**config.mk**
```make
export PLATFORM = sky130hd
export DESIGN_NAME = rfid_tag_access_table_core
export DESIGN_NICKNAME = d
export VERILOG_FILES = /design/src/rfidtat_pkg.sv /design/src/rfidtat_ram.sv /design/src/rfidtat_csr.sv /design/src/rfidtat_scan.sv /design/src/rfid_tag_access_table_core.sv
export SDC_FILE = /design/constraint.sdc
export NUM_CORES = 2
export LEC_CHECK = 0
export ABC_AREA = 1
export BUFFER_PORTS_ARGS = -buffer_cell sky130_fd_sc_hd__buf_2
export CAP_MARGIN = 20
export CORE_MARGIN = 2
export CORE_UTILIZATION = 52
export CTS_CLUSTER_SIZE = 12
export DETAILED_ROUTE_END_ITERATION = 10
export HOLD_SLACK_MARGIN = 0.15
export PLACE_DENSITY_LB_ADDON = 0.25
export SKIP_LAST_GASP = 1
export SLEW_MARGIN = 20
export SYNTH_ARGS = -nofsm -noshare
export SYNTH_HDL_FRONTEND = slang
export SYNTH_SLANG_ARGS = --single-unit
export TNS_END_PERCENT = 1
```
**constraint.sdc**
```tcl
create_clock -name clock -period 9.15 [get_ports clock]
set_clock_uncertainty 0.2 [all_clocks]
set_input_delay 1.83 -clock clock [delete_from_list [all_inputs] [get_ports clock]]
set_output_delay 1.83 -clock clock [all_outputs]
set_load 0.02 [all_outputs]
```
**src/rfidtat_pkg.sv**
```systemverilog
// rfidtat_pkg: types, codes and constants of the card access table
// transaction structs, opcode / result / register codes, uid normalization
// no dependencies
package rfidtat_pkg;

   // field widths fixed by the interface
   localparam int UID_LOW_W  = 64;
   localparam int UID_HIGH_W = 16;
   localparam int UID_LEN_W  = 4;
   localparam int ENTRIES_W  = 5;
   localparam int MS_W       = 16;
   localparam int CSR_IDX_W  = 3;

   localparam logic [MS_W-1:0]      MS_SAT      = '1;
   localparam logic [UID_LEN_W-1:0] UID_MAX_LEN = 4'd10;
   localparam logic [UID_LEN_W-1:0] UID_LEN_9   = 4'd9;

   // register reset values
   localparam logic [MS_W-1:0] DEBOUNCE_RESET   = 16'd1500;
   localparam logic [MS_W-1:0] BEEP_OK_RESET    = 16'd200;
   localparam logic [MS_W-1:0] BEEP_FAIL_RESET  = 16'd1000;
   localparam logic [MS_W-1:0] BEEP_LEARN_RESET = 16'd600;

   typedef enum logic [2:0] {
      OP_TICK        = 3'd0,
      OP_CARD_READ   = 3'd1,
      OP_ADD_TAG     = 3'd2,
      OP_TOGGLE_TAG  = 3'd3,
      OP_DELETE_TAG  = 3'd4,
      OP_CLEAR_ALL   = 3'd5,
      OP_START_LEARN = 3'd6
   } opcode_type;

   typedef enum logic [2:0] {
      KIND_NONE       = 3'd0,
      KIND_APPLIED    = 3'd1,
      KIND_NO_MATCH   = 3'd2,
      KIND_TABLE_FULL = 3'd3,
      KIND_LEARNED    = 3'd4,
      KIND_CHECKED    = 3'd5,
      KIND_DEBOUNCED  = 3'd6,
      KIND_CHECK_OFF  = 3'd7
   } kind_type;

   typedef enum logic [CSR_IDX_W-1:0] {
      REG_CHECK_ENABLE  = 3'd0,
      REG_BUZZER_ENABLE = 3'd1,
      REG_DEBOUNCE_MS   = 3'd2,
      REG_BEEP_OK_MS    = 3'd3,
      REG_BEEP_FAIL_MS  = 3'd4,
      REG_BEEP_LEARN_MS = 3'd5
   } csr_index_type;

   typedef enum logic [1:0] {
      ST_IDLE,
      ST_SCAN,
      ST_DONE
   } state_type;

   typedef struct packed {
      logic [2:0]            opcode;
      logic [UID_LOW_W-1:0]  uid_low;
      logic [UID_HIGH_W-1:0] uid_high;
      logic [UID_LEN_W-1:0]  uid_len;
   } req_type;

   typedef struct packed {
      logic [2:0]            result_kind;
      logic                  authorized;
      logic [UID_LOW_W-1:0]  out_uid_low;
      logic [UID_HIGH_W-1:0] out_uid_high;
      logic [UID_LEN_W-1:0]  out_uid_len;
      logic                  buzzer_level;
      logic                  learning_flag;
      logic [ENTRIES_W-1:0]  entries_used;
   } rsp_type;

   typedef struct packed {
      logic [UID_LEN_W-1:0]  len;
      logic [UID_HIGH_W-1:0] high;
      logic [UID_LOW_W-1:0]  low;
   } uid_type;

   // one table word: active mark and normalized uid
   typedef struct packed {
      logic    active;
      uid_type uid;
   } entry_type;

   typedef struct packed {
      logic            check_enable;
      logic            buzzer_enable;
      logic [MS_W-1:0] debounce_ms;
      logic [MS_W-1:0] beep_ok_ms;
      logic [MS_W-1:0] beep_fail_ms;
      logic [MS_W-1:0] beep_learn_ms;
   } cfg_type;

   typedef struct packed {
      logic done;
      logic hit;
      logic hit_active;
      logic free_found;
   } scan_status_type;

   // clamp length to ten bytes and zero the bytes past it
   function automatic uid_type norm_uid(input logic [UID_LOW_W-1:0] lo,
                                        input logic [UID_HIGH_W-1:0] hi,
                                        input logic [UID_LEN_W-1:0] len);
      uid_type               u;
      logic [UID_LEN_W-1:0]  n;
      n = (len > UID_MAX_LEN) ? UID_MAX_LEN : len;
      u.len  = n;
      u.low  = '0;
      u.high = '0;
      for (int b = 0; b < 8; b++) begin
         if (UID_LEN_W'(b) < n) begin
            u.low[8*b +: 8] = lo[8*b +: 8];
         end
      end
      if (n >= UID_LEN_9) begin
         u.high[7:0] = hi[7:0];
      end
      if (n == UID_MAX_LEN) begin
         u.high[15:8] = hi[15:8];
      end
      return u;
   endfunction

endpackage

```
**src/rfidtat_ram.sv**
```systemverilog
// rfidtat_ram: generic single write port, single read port ram
// registered read data; no dependencies
module rfidtat_ram #(
   parameter int WIDTH = 85,
   parameter int DEPTH = 16,
   localparam int AW = (DEPTH > 1) ? $clog2(DEPTH) : 1
) (
   input  logic             clock,
   input  logic             wr_en,
   input  logic [AW-1:0]    wr_addr,
   input  logic [WIDTH-1:0] wr_data,
   input  logic             rd_en,
   input  logic [AW-1:0]    rd_addr,
   output logic [WIDTH-1:0] rd_data
);

   logic [WIDTH-1:0] mem_ff [DEPTH];
   logic [WIDTH-1:0] rd_data_ff;

   // write port and registered read port
   always_ff @(posedge clock) begin
      if (wr_en) begin
         mem_ff[wr_addr] <= wr_data;
      end
      if (rd_en) begin
         rd_data_ff <= mem_ff[rd_addr];
      end
   end

   assign rd_data = rd_data_ff;

endmodule

```
**src/rfidtat_csr.sv**
```systemverilog
// rfidtat_csr: configuration registers of the card access table
// depends on rfidtat_pkg for register codes and reset values
module rfidtat_csr (
   input  logic                                 clock,
   input  logic                                 reset,
   input  logic                                 csr_valid,
   output logic                                 csr_ready,
   input  logic [rfidtat_pkg::CSR_IDX_W-1:0]    csr_index,
   input  logic [rfidtat_pkg::MS_W-1:0]         csr_wdata,
   output rfidtat_pkg::cfg_type                 cfg
);
   import rfidtat_pkg::*;

   cfg_type cfg_ff;
   cfg_type cfg_in;

   // writes are always accepted: ready is tied high
   assign csr_ready = 1'b1;

   // register decode, unknown indexes ignored
   always_comb begin
      cfg_in = cfg_ff;
      if (csr_valid) begin
         case (csr_index)
            REG_CHECK_ENABLE:  cfg_in.check_enable  = csr_wdata[0];
            REG_BUZZER_ENABLE: cfg_in.buzzer_enable = csr_wdata[0];
            REG_DEBOUNCE_MS:   cfg_in.debounce_ms   = csr_wdata;
            REG_BEEP_OK_MS:    cfg_in.beep_ok_ms    = csr_wdata;
            REG_BEEP_FAIL_MS:  cfg_in.beep_fail_ms  = csr_wdata;
            REG_BEEP_LEARN_MS: cfg_in.beep_learn_ms = csr_wdata;
            default:           cfg_in = cfg_ff;
         endcase
      end
   end

   always_ff @(posedge clock) begin
      if (reset) begin
         cfg_ff.check_enable  <= 1'b0;
         cfg_ff.buzzer_enable <= 1'b0;
         cfg_ff.debounce_ms   <= DEBOUNCE_RESET;
         cfg_ff.beep_ok_ms    <= BEEP_OK_RESET;
         cfg_ff.beep_fail_ms  <= BEEP_FAIL_RESET;
         cfg_ff.beep_learn_ms <= BEEP_LEARN_RESET;
      end else begin
         cfg_ff <= cfg_in;
      end
   end

   assign cfg = cfg_ff;

endmodule

```
**src/rfidtat_scan.sv**
```systemverilog
// rfidtat_scan: walks the table ram one entry a cycle looking for a uid
// reports first match and lowest free slot; depends on rfidtat_pkg
module rfidtat_scan #(
   parameter int TAGS = 16,
   localparam int AW = (TAGS > 1) ? $clog2(TAGS) : 1
) (
   input  logic                          clock,
   input  logic                          reset,
   input  logic                          start,
   input  rfidtat_pkg::uid_type          key,
   input  logic [TAGS-1:0]               valid,
   input  rfidtat_pkg::entry_type        rd_data,
   output logic                          rd_en,
   output logic [AW-1:0]                 rd_addr,
   output rfidtat_pkg::scan_status_type  status,
   output logic [AW-1:0]                 hit_idx,
   output logic [AW-1:0]                 free_idx
);
   import rfidtat_pkg::*;

   localparam int CW = $clog2(TAGS + 1);

   logic [CW-1:0] cnt_ff, cnt_in;
   logic          issuing_ff, issuing_in;
   logic          cmp_ff, cmp_in;
   logic [AW-1:0] cmp_addr_ff, cmp_addr_in;
   logic          done_ff, done_in;
   logic          hit_ff, hit_in;
   logic          hit_active_ff, hit_active_in;
   logic [AW-1:0] hit_idx_ff, hit_idx_in;
   logic          free_found_ff, free_found_in;
   logic [AW-1:0] free_idx_ff, free_idx_in;
   logic          match;
   logic          last;

   // issue one read a cycle, compare the word that comes back on the next cycle
   always_comb begin
      match = cmp_ff && valid[cmp_addr_ff] && (rd_data.uid == key);
      last  = cmp_ff && (cmp_addr_ff == AW'(TAGS - 1));

      cnt_in        = cnt_ff;
      issuing_in    = issuing_ff;
      cmp_in        = 1'b0;
      cmp_addr_in   = cmp_addr_ff;
      done_in       = done_ff;
      hit_in        = hit_ff;
      hit_active_in = hit_active_ff;
      hit_idx_in    = hit_idx_ff;
      free_found_in = free_found_ff;
      free_idx_in   = free_idx_ff;

      rd_en   = issuing_ff && !match;
      rd_addr = cnt_ff[AW-1:0];

      if (start) begin
         cnt_in        = '0;
         issuing_in    = 1'b1;
         done_in       = 1'b0;
         hit_in        = 1'b0;
         free_found_in = 1'b0;
      end else begin
         // address side
         if (issuing_ff) begin
            cnt_in      = cnt_ff + CW'(1);
            cmp_in      = 1'b1;
            cmp_addr_in = cnt_ff[AW-1:0];
            if (cnt_ff == CW'(TAGS - 1)) begin
               issuing_in = 1'b0;
            end
         end
         // compare side
         if (cmp_ff && !valid[cmp_addr_ff] && !free_found_ff) begin
            free_found_in = 1'b1;
            free_idx_in   = cmp_addr_ff;
         end
         if (match) begin
            hit_in        = 1'b1;
            hit_idx_in    = cmp_addr_ff;
            hit_active_in = rd_data.active;
            issuing_in    = 1'b0;
            cmp_in        = 1'b0;
            done_in       = 1'b1;
         end else if (last) begin
            done_in = 1'b1;
         end
      end
   end

   always_ff @(posedge clock) begin
      if (reset) begin
         cnt_ff        <= '0;
         issuing_ff    <= 1'b0;
         cmp_ff        <= 1'b0;
         done_ff       <= 1'b0;
         hit_ff        <= 1'b0;
         free_found_ff <= 1'b0;
      end else begin
         cnt_ff        <= cnt_in;
         issuing_ff    <= issuing_in;
         cmp_ff        <= cmp_in;
         done_ff       <= done_in;
         hit_ff        <= hit_in;
         free_found_ff <= free_found_in;
      end
   end

   // payload side, no reset
   always_ff @(posedge clock) begin
      cmp_addr_ff   <= cmp_addr_in;
      hit_active_ff <= hit_active_in;
      hit_idx_ff    <= hit_idx_in;
      free_idx_ff   <= free_idx_in;
   end

   assign status.done       = done_ff;
   assign status.hit        = hit_ff;
   assign status.hit_active = hit_active_ff;
   assign status.free_found = free_found_ff;
   assign hit_idx           = hit_idx_ff;
   assign free_idx          = free_idx_ff;

endmodule

```
**src/rfid_tag_access_table_core.sv**
```systemverilog
// card access table: uid table in ram, entry walk, buzzer and debounce timers
// card reads and add / toggle / delete walk the table ram one entry a cycle,
//   stopping early on a match; tick, clear all and learn skip the walk
// throughput: one transaction at a time; the next is accepted from the cycle in
//   which the result is posted, and a stalled earlier result holds back the commit
// reset: synchronous; clears valid marks, counters, timers and registers, no ram sweep
module rfid_tag_access_table_core #(
   parameter int TAGS = 16
) (
   input  logic                                clock,
   input  logic                                reset,
   input  logic                                req_valid,
   output logic                                req_ready,
   input  rfidtat_pkg::req_type                req_data,
   output logic                                rsp_valid,
   input  logic                                rsp_ready,
   output rfidtat_pkg::rsp_type                rsp_data,
   input  logic                                csr_valid,
   output logic                                csr_ready,
   input  logic [rfidtat_pkg::CSR_IDX_W-1:0]   csr_index,
   input  logic [rfidtat_pkg::MS_W-1:0]        csr_wdata
);
   import rfidtat_pkg::*;

   localparam int AW = (TAGS > 1) ? $clog2(TAGS) : 1;
   localparam int TW = $clog2(TAGS + 1);

   cfg_type         cfg;
   state_type       state_ff, state_in;
   logic [2:0]      op_ff;
   uid_type         uid_ff;
   logic [TAGS-1:0] valid_ff, valid_in;
   logic [TW-1:0]   total_ff, total_in;
   logic [MS_W-1:0] ms_ff, ms_in;
   logic            learn_ff, learn_in;
   logic            beeping_ff, beeping_in;
   logic [MS_W-1:0] beep_elapsed_ff, beep_elapsed_in;
   logic [MS_W-1:0] beep_length_ff, beep_length_in;
   logic            rsp_valid_ff, rsp_valid_in;
   rsp_type         rsp_data_ff, rsp_data_in;

   logic            accept;
   logic            commit;
   logic            needs_scan;
   logic            scan_start;
   logic [MS_W-1:0] ms_inc;
   logic [MS_W-1:0] beep_inc;
   kind_type        kind;
   logic            auth;
   logic            show_uid;

   entry_type       ram_rd_data;
   logic            ram_rd_en;
   logic [AW-1:0]   ram_rd_addr;
   logic            ram_wr_en;
   logic [AW-1:0]   ram_wr_addr;
   entry_type       ram_wr_data;

   scan_status_type scan_status;
   logic [AW-1:0]   scan_hit_idx;
   logic [AW-1:0]   scan_free_idx;

   // configuration registers
   rfidtat_csr u_csr (
      .clock     (clock),
      .reset     (reset),
      .csr_valid (csr_valid),
      .csr_ready (csr_ready),
      .csr_index (csr_index),
      .csr_wdata (csr_wdata),
      .cfg       (cfg)
   );

   // uid and active mark store
   rfidtat_ram #(
      .WIDTH ($bits(entry_type)),
      .DEPTH (TAGS)
   ) u_ram (
      .clock   (clock),
      .wr_en   (ram_wr_en),
      .wr_addr (ram_wr_addr),
      .wr_data (ram_wr_data),
      .rd_en   (ram_rd_en),
      .rd_addr (ram_rd_addr),
      .rd_data (ram_rd_data)
   );

   // table walk
   rfidtat_scan #(
      .TAGS (TAGS)
   ) u_scan (
      .clock    (clock),
      .reset    (reset),
      .start    (scan_start),
      .key      (uid_ff),
      .valid    (valid_ff),
      .rd_data  (ram_rd_data),
      .rd_en    (ram_rd_en),
      .rd_addr  (ram_rd_addr),
      .status   (scan_status),
      .hit_idx  (scan_hit_idx),
      .free_idx (scan_free_idx)
   );

   assign req_ready = (state_ff == ST_IDLE);
   assign accept    = req_valid && req_ready;
   assign commit    = (state_ff == ST_DONE) && (!rsp_valid_ff || rsp_ready);

   // ops that look up the table
   assign needs_scan = (req_data.opcode == OP_CARD_READ) ||
                       (req_data.opcode == OP_ADD_TAG) ||
                       (req_data.opcode == OP_TOGGLE_TAG) ||
                       (req_data.opcode == OP_DELETE_TAG);

   // saturating millisecond counters
   assign ms_inc   = (ms_ff == MS_SAT) ? ms_ff : ms_ff + MS_W'(1);
   assign beep_inc = (beep_elapsed_ff == MS_SAT) ? beep_elapsed_ff
                                                 : beep_elapsed_ff + MS_W'(1);

   // sequencer and state update
   always_comb begin
      state_in        = state_ff;
      scan_start      = 1'b0;
      valid_in        = valid_ff;
      total_in        = total_ff;
      ms_in           = ms_ff;
      learn_in        = learn_ff;
      beeping_in      = beeping_ff;
      beep_elapsed_in = beep_elapsed_ff;
      beep_length_in  = beep_length_ff;
      rsp_valid_in    = rsp_valid_ff;
      rsp_data_in     = rsp_data_ff;
      ram_wr_en       = 1'b0;
      ram_wr_addr     = scan_free_idx;
      ram_wr_data     = '{active: 1'b1, uid: uid_ff};
      kind            = KIND_NONE;
      auth            = 1'b0;
      show_uid        = 1'b0;

      if (rsp_valid_ff && rsp_ready) begin
         rsp_valid_in = 1'b0;
      end

      case (state_ff)
         ST_IDLE: begin
            if (req_valid) begin
               scan_start = needs_scan;
               state_in   = needs_scan ? ST_SCAN : ST_DONE;
            end
         end
         ST_SCAN: begin
            if (scan_status.done) begin
               state_in = ST_DONE;
            end
         end
         ST_DONE: begin
            if (commit) begin
               state_in = ST_IDLE;
               case (op_ff)
                  OP_TICK: begin
                     ms_in           = ms_inc;
                     beep_elapsed_in = beep_inc;
                     if (beeping_ff && (beep_inc > beep_length_ff || beep_inc == MS_SAT)) begin
                        beeping_in = 1'b0;
                     end
                  end
                  OP_CARD_READ: begin
                     if (!learn_ff && ms_ff < cfg.debounce_ms) begin
                        kind = KIND_DEBOUNCED;
                     end else begin
                        ms_in = '0;
                        if (learn_ff) begin
                           learn_in = 1'b0;
                           kind     = KIND_LEARNED;
                           show_uid = 1'b1;
                           if (cfg.buzzer_enable) begin
                              beeping_in      = 1'b1;
                              beep_elapsed_in = '0;
                              beep_length_in  = cfg.beep_learn_ms;
                           end
                        end else if (!cfg.check_enable) begin
                           kind = KIND_CHECK_OFF;
                        end else begin
                           auth     = scan_status.hit && scan_status.hit_active;
                           kind     = KIND_CHECKED;
                           show_uid = 1'b1;
                           if (cfg.buzzer_enable) begin
                              beeping_in      = 1'b1;
                              beep_elapsed_in = '0;
                              beep_length_in  = auth ? cfg.beep_ok_ms : cfg.beep_fail_ms;
                           end
                        end
                     end
                  end
                  OP_ADD_TAG: begin
                     if (scan_status.hit) begin
                        kind = KIND_APPLIED;
                     end else if (scan_status.free_found) begin
                        ram_wr_en               = 1'b1;
                        ram_wr_addr             = scan_free_idx;
                        valid_in[scan_free_idx] = 1'b1;
                        total_in                = total_ff + TW'(1);
                        kind                    = KIND_APPLIED;
                     end else begin
                        kind = KIND_TABLE_FULL;
                     end
                  end
                  OP_TOGGLE_TAG: begin
                     if (scan_status.hit) begin
                        ram_wr_en   = 1'b1;
                        ram_wr_addr = scan_hit_idx;
                        ram_wr_data = '{active: !scan_status.hit_active, uid: uid_ff};
                        kind        = KIND_APPLIED;
                     end else begin
                        kind = KIND_NO_MATCH;
                     end
                  end
                  OP_DELETE_TAG: begin
                     if (scan_status.hit) begin
                        valid_in[scan_hit_idx] = 1'b0;
                        if (total_ff != '0) begin
                           total_in = total_ff - TW'(1);
                        end
                        kind = KIND_APPLIED;
                     end else begin
                        kind = KIND_NO_MATCH;
                     end
                  end
                  OP_CLEAR_ALL: begin
                     valid_in = '0;
                     total_in = '0;
                     kind     = KIND_APPLIED;
                  end
                  OP_START_LEARN: begin
                     learn_in = 1'b1;
                     kind     = KIND_APPLIED;
                  end
                  default: begin
                     kind = KIND_NONE;
                  end
               endcase

               // result register
               rsp_valid_in              = 1'b1;
               rsp_data_in.result_kind   = kind;
               rsp_data_in.authorized    = auth;
               rsp_data_in.out_uid_low   = show_uid ? uid_ff.low : '0;
               rsp_data_in.out_uid_high  = show_uid ? uid_ff.high : '0;
               rsp_data_in.out_uid_len   = show_uid ? uid_ff.len : '0;
               rsp_data_in.buzzer_level  = beeping_in;
               rsp_data_in.learning_flag = learn_in;
               rsp_data_in.entries_used  = ENTRIES_W'(total_in);
            end
         end
         default: begin
            state_in = ST_IDLE;
         end
      endcase
   end

   always_ff @(posedge clock) begin
      if (reset) begin
         state_ff        <= ST_IDLE;
         valid_ff        <= '0;
         total_ff        <= '0;
         ms_ff           <= '0;
         learn_ff        <= 1'b0;
         beeping_ff      <= 1'b0;
         beep_elapsed_ff <= '0;
         beep_length_ff  <= '0;
         rsp_valid_ff    <= 1'b0;
      end else begin
         state_ff        <= state_in;
         valid_ff        <= valid_in;
         total_ff        <= total_in;
         ms_ff           <= ms_in;
         learn_ff        <= learn_in;
         beeping_ff      <= beeping_in;
         beep_elapsed_ff <= beep_elapsed_in;
         beep_length_ff  <= beep_length_in;
         rsp_valid_ff    <= rsp_valid_in;
      end
   end

   // captured transaction and result payload
   always_ff @(posedge clock) begin
      if (accept) begin
         op_ff  <= req_data.opcode;
         uid_ff <= norm_uid(req_data.uid_low, req_data.uid_high, req_data.uid_len);
      end
      rsp_data_ff <= rsp_data_in;
   end

   assign rsp_valid = rsp_valid_ff;
   assign rsp_data  = rsp_data_ff;

   // tag count tracks the valid marks
   a_total_matches_valid: assert property (@(posedge clock) disable iff (reset)
      $countones(valid_ff) == int'(total_ff))
      else $error("tag count differs from number of valid entries");

   a_total_bound: assert property (@(posedge clock) disable iff (reset)
      total_ff <= TW'(TAGS))
      else $error("tag count above table depth");

   a_commit_result: assert property (@(posedge clock) disable iff (reset)
      commit |=> rsp_valid_ff && (state_ff == ST_IDLE))
      else $error("finished transaction did not post a result");

   a_learn_ends: assert property (@(posedge clock) disable iff (reset)
      (commit && op_ff == OP_CARD_READ && learn_ff) |=> !learn_ff)
      else $error("learn mode did not end on a card read");

endmodule

```
==> flow_summary.yaml <==
outcome:
  outcome: "finished, final reports clean"
global_route:
  grt_first_pass_wirelength_mm: 287
  grt_util_all_layers_pct: 27.1
  grt_max_degree: 147
  grt.overflow.total: 0
  antenna_found_initial: 13
  grt_pass1_vias: 45100
timing:
  whs_ns: 0.246
  setup_ws_ns: 3.43
  finalSetupTns_ns: 0
  relSlewSlack_pct: 22.8
  period_minus_slack_ns: 5.72
  worst_slew_pin_slew_ns: 1.16
  finalMaxSlewViolations: 0
  rsz0062_at_grt: "no"
  setup_violations: 0
  hold_viol_final: 0
  min_period_over_period_pct: 62.5
  fmax_mhz: 175
power_and_ir_drop:
  power.internal_mw: 13.3
  p_leak_nw: 27.5
  powerDensity_nw_per_um2: 216
  swShare_pct: 23.8
  switchingPower_mw: 4.15
  max-vdd-ir-drop_mv: 0.206
  p_comb_share_pct: 7.0
  power_mw: 17.4
  clkPwrFrac_pct: 38.7
  power_frac_seq_pct: 54.4
floorplan:
  die_h_um: 377
  die_area_um2: 142000
  fp.dieW_um: 377
  core-area_um2: 138000
  num_rows: 136
  ios: 209
  start_util_pct: 52.5
drt:
  drt_iter0_markers: 5327
  drcViolationCount: 0
  ant_nets: 0
  dr.pass1.iters: 5
  drt-wirelength-per-cell_um: 24.7
  routed_wirelength_mm: 195
  vias: 47600
  vias_per_cell: 6.04
synthesis:
  yosys.area.top_type_share_pct: 68.0
  ys_warn_count: 0
  synthDistinctLibCells: 50
  synth_cells: 5813
  synth_edf_count: 1640
  ys_seq_area_share_pct: 72.2
  synth_ff_type: "edfxtp_1"
  synthArstFlopShare_pct: 0
  syn-num-nets: 5961
  synthTopCellsByCount: "1640 x edfxtp_1, 1157 x nor2_1, 511 x nand2_1"
  synth-seq-cells: 1790
  yosys-top-cells-area: "edfxtp_1 68%, nor2_1 6.0%, dfxtp_1 4.1%"
  synth.most_common_cell: "edfxtp_1"
  syn_area_um2: 72400
  avgSynthCellArea_um2: 12.5
  synth_top_cell_by_area: "edfxtp_1"
setup_path:
  path_class: "input port to flip-flop"
  worst_path_max_delay_cell: "buf_4"
  r2r_cells: 13
  cpMostUsedCell: "buf_4"
  crit_family: "buffers and inverters"
  worstPathCellList: "buf_2 -> nor2_1 -> nor2_4 -> buf_4 -> inv_2 -> nor3_2 -> inv_2 -> o21ai_0 -> nand3_1 -> nor2_4 -> buf_4 -> buf_4"
  cp-start-kind: "input port"
  worstSetupPathDepth: 12
  endpoint_kind: "flip-flop"
  cp.buffers_inverters: 6
  worstPathArrival_ns: 5.96
  rrSetupSlack_ns: 4.03
  crit_start: "rsp_ready"
  crit_end: "u_ram.mem_ff[3][40]$_DFFE_PP_"
  slowest_delay_ns: 0.69
  crit_path_max_fanout: 43
  reg2reg_from: "state_ff[1]$_SDFFE_PP0P_"
  r2r-end: "u_ram.mem_ff[3][40]$_DFFE_PP_"
  worstPathRequired_ns: 9.39
clock_tree:
  cts.path.max_buffers: 3
  ctsHoldBuffers: 0
  ctsResizeCount: 0
  cts.clk_slew.worst_paths_ns: 0.06
  clkSinkCount: 1790
  clk_latency_ns: 0.83
  numCtsBuffers: 180
  cts_setup_buffers: 0
  tritoncts: "done"
  cts-root-buf: "clkbuf_16"
  h-tree-depth: 4
final_layout:
  regArea_um2: 52300
  fin_nets: 6129
  area_growth_pct: 11.4
  fill_cells: 10900
  multi_input_area_um2: 17700
  utilization_pct: 58.5
  instances_no_fill: 7891
  drive_above_1_share_pct: 10.3
  postLayoutCellArea_um2: 80600
placed_design:
  place.gp.congestion: 0.888
  pre_cts_ws_ns: 2.67
  port_buffers: 207
  postPlaceCellArea_um2: 75300
  dp_cells: 7591
  hpwlAfterDp_mm: 115
job:
  max_cap_viol_count: 0
hold_path:
  hp-class: "flip-flop to flip-flop"
[worst min-delay path by stage]
| stage | start | end | slack [ns] | cells past startpoint |
|---|---|---|---|---|
| floorplan | u_ram.rd_data[84]$_DFFE_PP_ | u_scan.hit_active_ff$_DFFE_PP_ | 0.20 | 0 |
| finish | u_ram.rd_data[84]$_DFFE_PP_ | u_scan.hit_active_ff$_DFFE_PP_ | 0.25 | 0 |
| detailed placement | u_ram.rd_data[84]$_DFFE_PP_ | u_scan.hit_active_ff$_DFFE_PP_ | 0.22 | 0 |
| global route | u_ram.rd_data[84]$_DFFE_PP_ | u_scan.hit_active_ff$_DFFE_PP_ | 0.24 | 0 |
| CTS | u_ram.rd_data[84]$_DFFE_PP_ | u_scan.hit_active_ff$_DFFE_PP_ | 0.24 | 0 |
| global placement | u_ram.rd_data[84]$_DFFE_PP_ | u_scan.hit_active_ff$_DFFE_PP_ | 0.21 | 0 |
[area by class of cell]
cell class | instances | share of cell area [%]
sequential | 1790 | 64.8
multi-input combinational | 3347 | 21.9
clock buffer | 244 | 5.99
tap | 1794 | 2.78
timing repair buffer | 309 | 2.33
inverter | 353 | 1.66
clock inverter | 51 | 0.528
antenna | 3 | 0.00931
[per-layer routing]
metal  global-route usage [%]  vias to the layer above  wire length, um
met5                        0                        -               27
met4                     10.4                        4             7230
met3                     5.44                      420            18700
met2                     42.4                     2327            90100
met1                     37.6                    23500            78500
li1                         -                    21400                -
[sequential cells by signal, summed over array words and instances, names as in the netlist, 2 cells and up]
name,cells
u_scan.hit_idx,4
beep_elapsed_ff,16
u_scan.cnt_ff,5
u_ram.rd_data,85
state_ff,2
op_ff,3
total_ff,5
rsp_data,95
beep_length_ff,16
ms_ff,16
u_scan.cmp_addr_ff,4
u_scan.free_idx,4
u_ram.mem_ff,1360
valid_ff,16
u_csr.cfg,66
uid_ff,84
[kinds of logic after synthesis]
kind of cell | count (synthesis) | synth area share, %
and+or+nand+nor | 2094 | 11.9
other | 1 | 0.00518
buffers and inverters | 676 | 3.66
adders and majority gates | 37 | 0.639
xor gates and xnor gates | 50 | 0.605
muxes | 136 | 1.88
DFF | 1790 | 72.2
AOI/OAI and AO/OA | 1029 | 9.13
[layout by cell type (no fill, tap or decap), types with 4 or more instances in the layout]
cell type,Yosys,layout
nor3b_1,9,9
nor2_4,9,27
nand2_1,511,510
edfxtp_1,1640,1640
xnor2_1,33,33
nand3_1,266,265
a21oi_1,131,131
buf_4,5,96
o21ai_1,35,35
clkbuf_1,248,58
inv_1,333,330
o211ai_1,48,48
clkinv_1,5,22
inv_6,0,6
a31oi_1,16,16
o21ai_0,443,443
o32ai_1,206,206
o221ai_1,136,136
nand3b_1,5,5
nor2_1,1157,1139
clkbuf_8,0,4
clkinv_2,1,16
or2_2,29,29
inv_2,14,15
clkbuf_16,0,182
nand4_1,44,44
nor3_1,48,48
ha_1,37,37
o21bai_1,5,5
mux2i_1,135,135
nand2_2,5,5
buf_12,0,6
dfxtp_1,150,147
xor2_1,17,17
buf_2,54,207
[power groups by stage]
stage	logic, mW	clock network [mW]	registers (mW)
finish	1.22	6.73	9.46
floorplan	0.676	0	9.61
CTS	1.21	6.82	9.46
detailed placement	1.21	0	9.63
global placement	1.19	0	9.62
global route	1.31	7.12	9.48
Power figures use the tool's default switching activity.
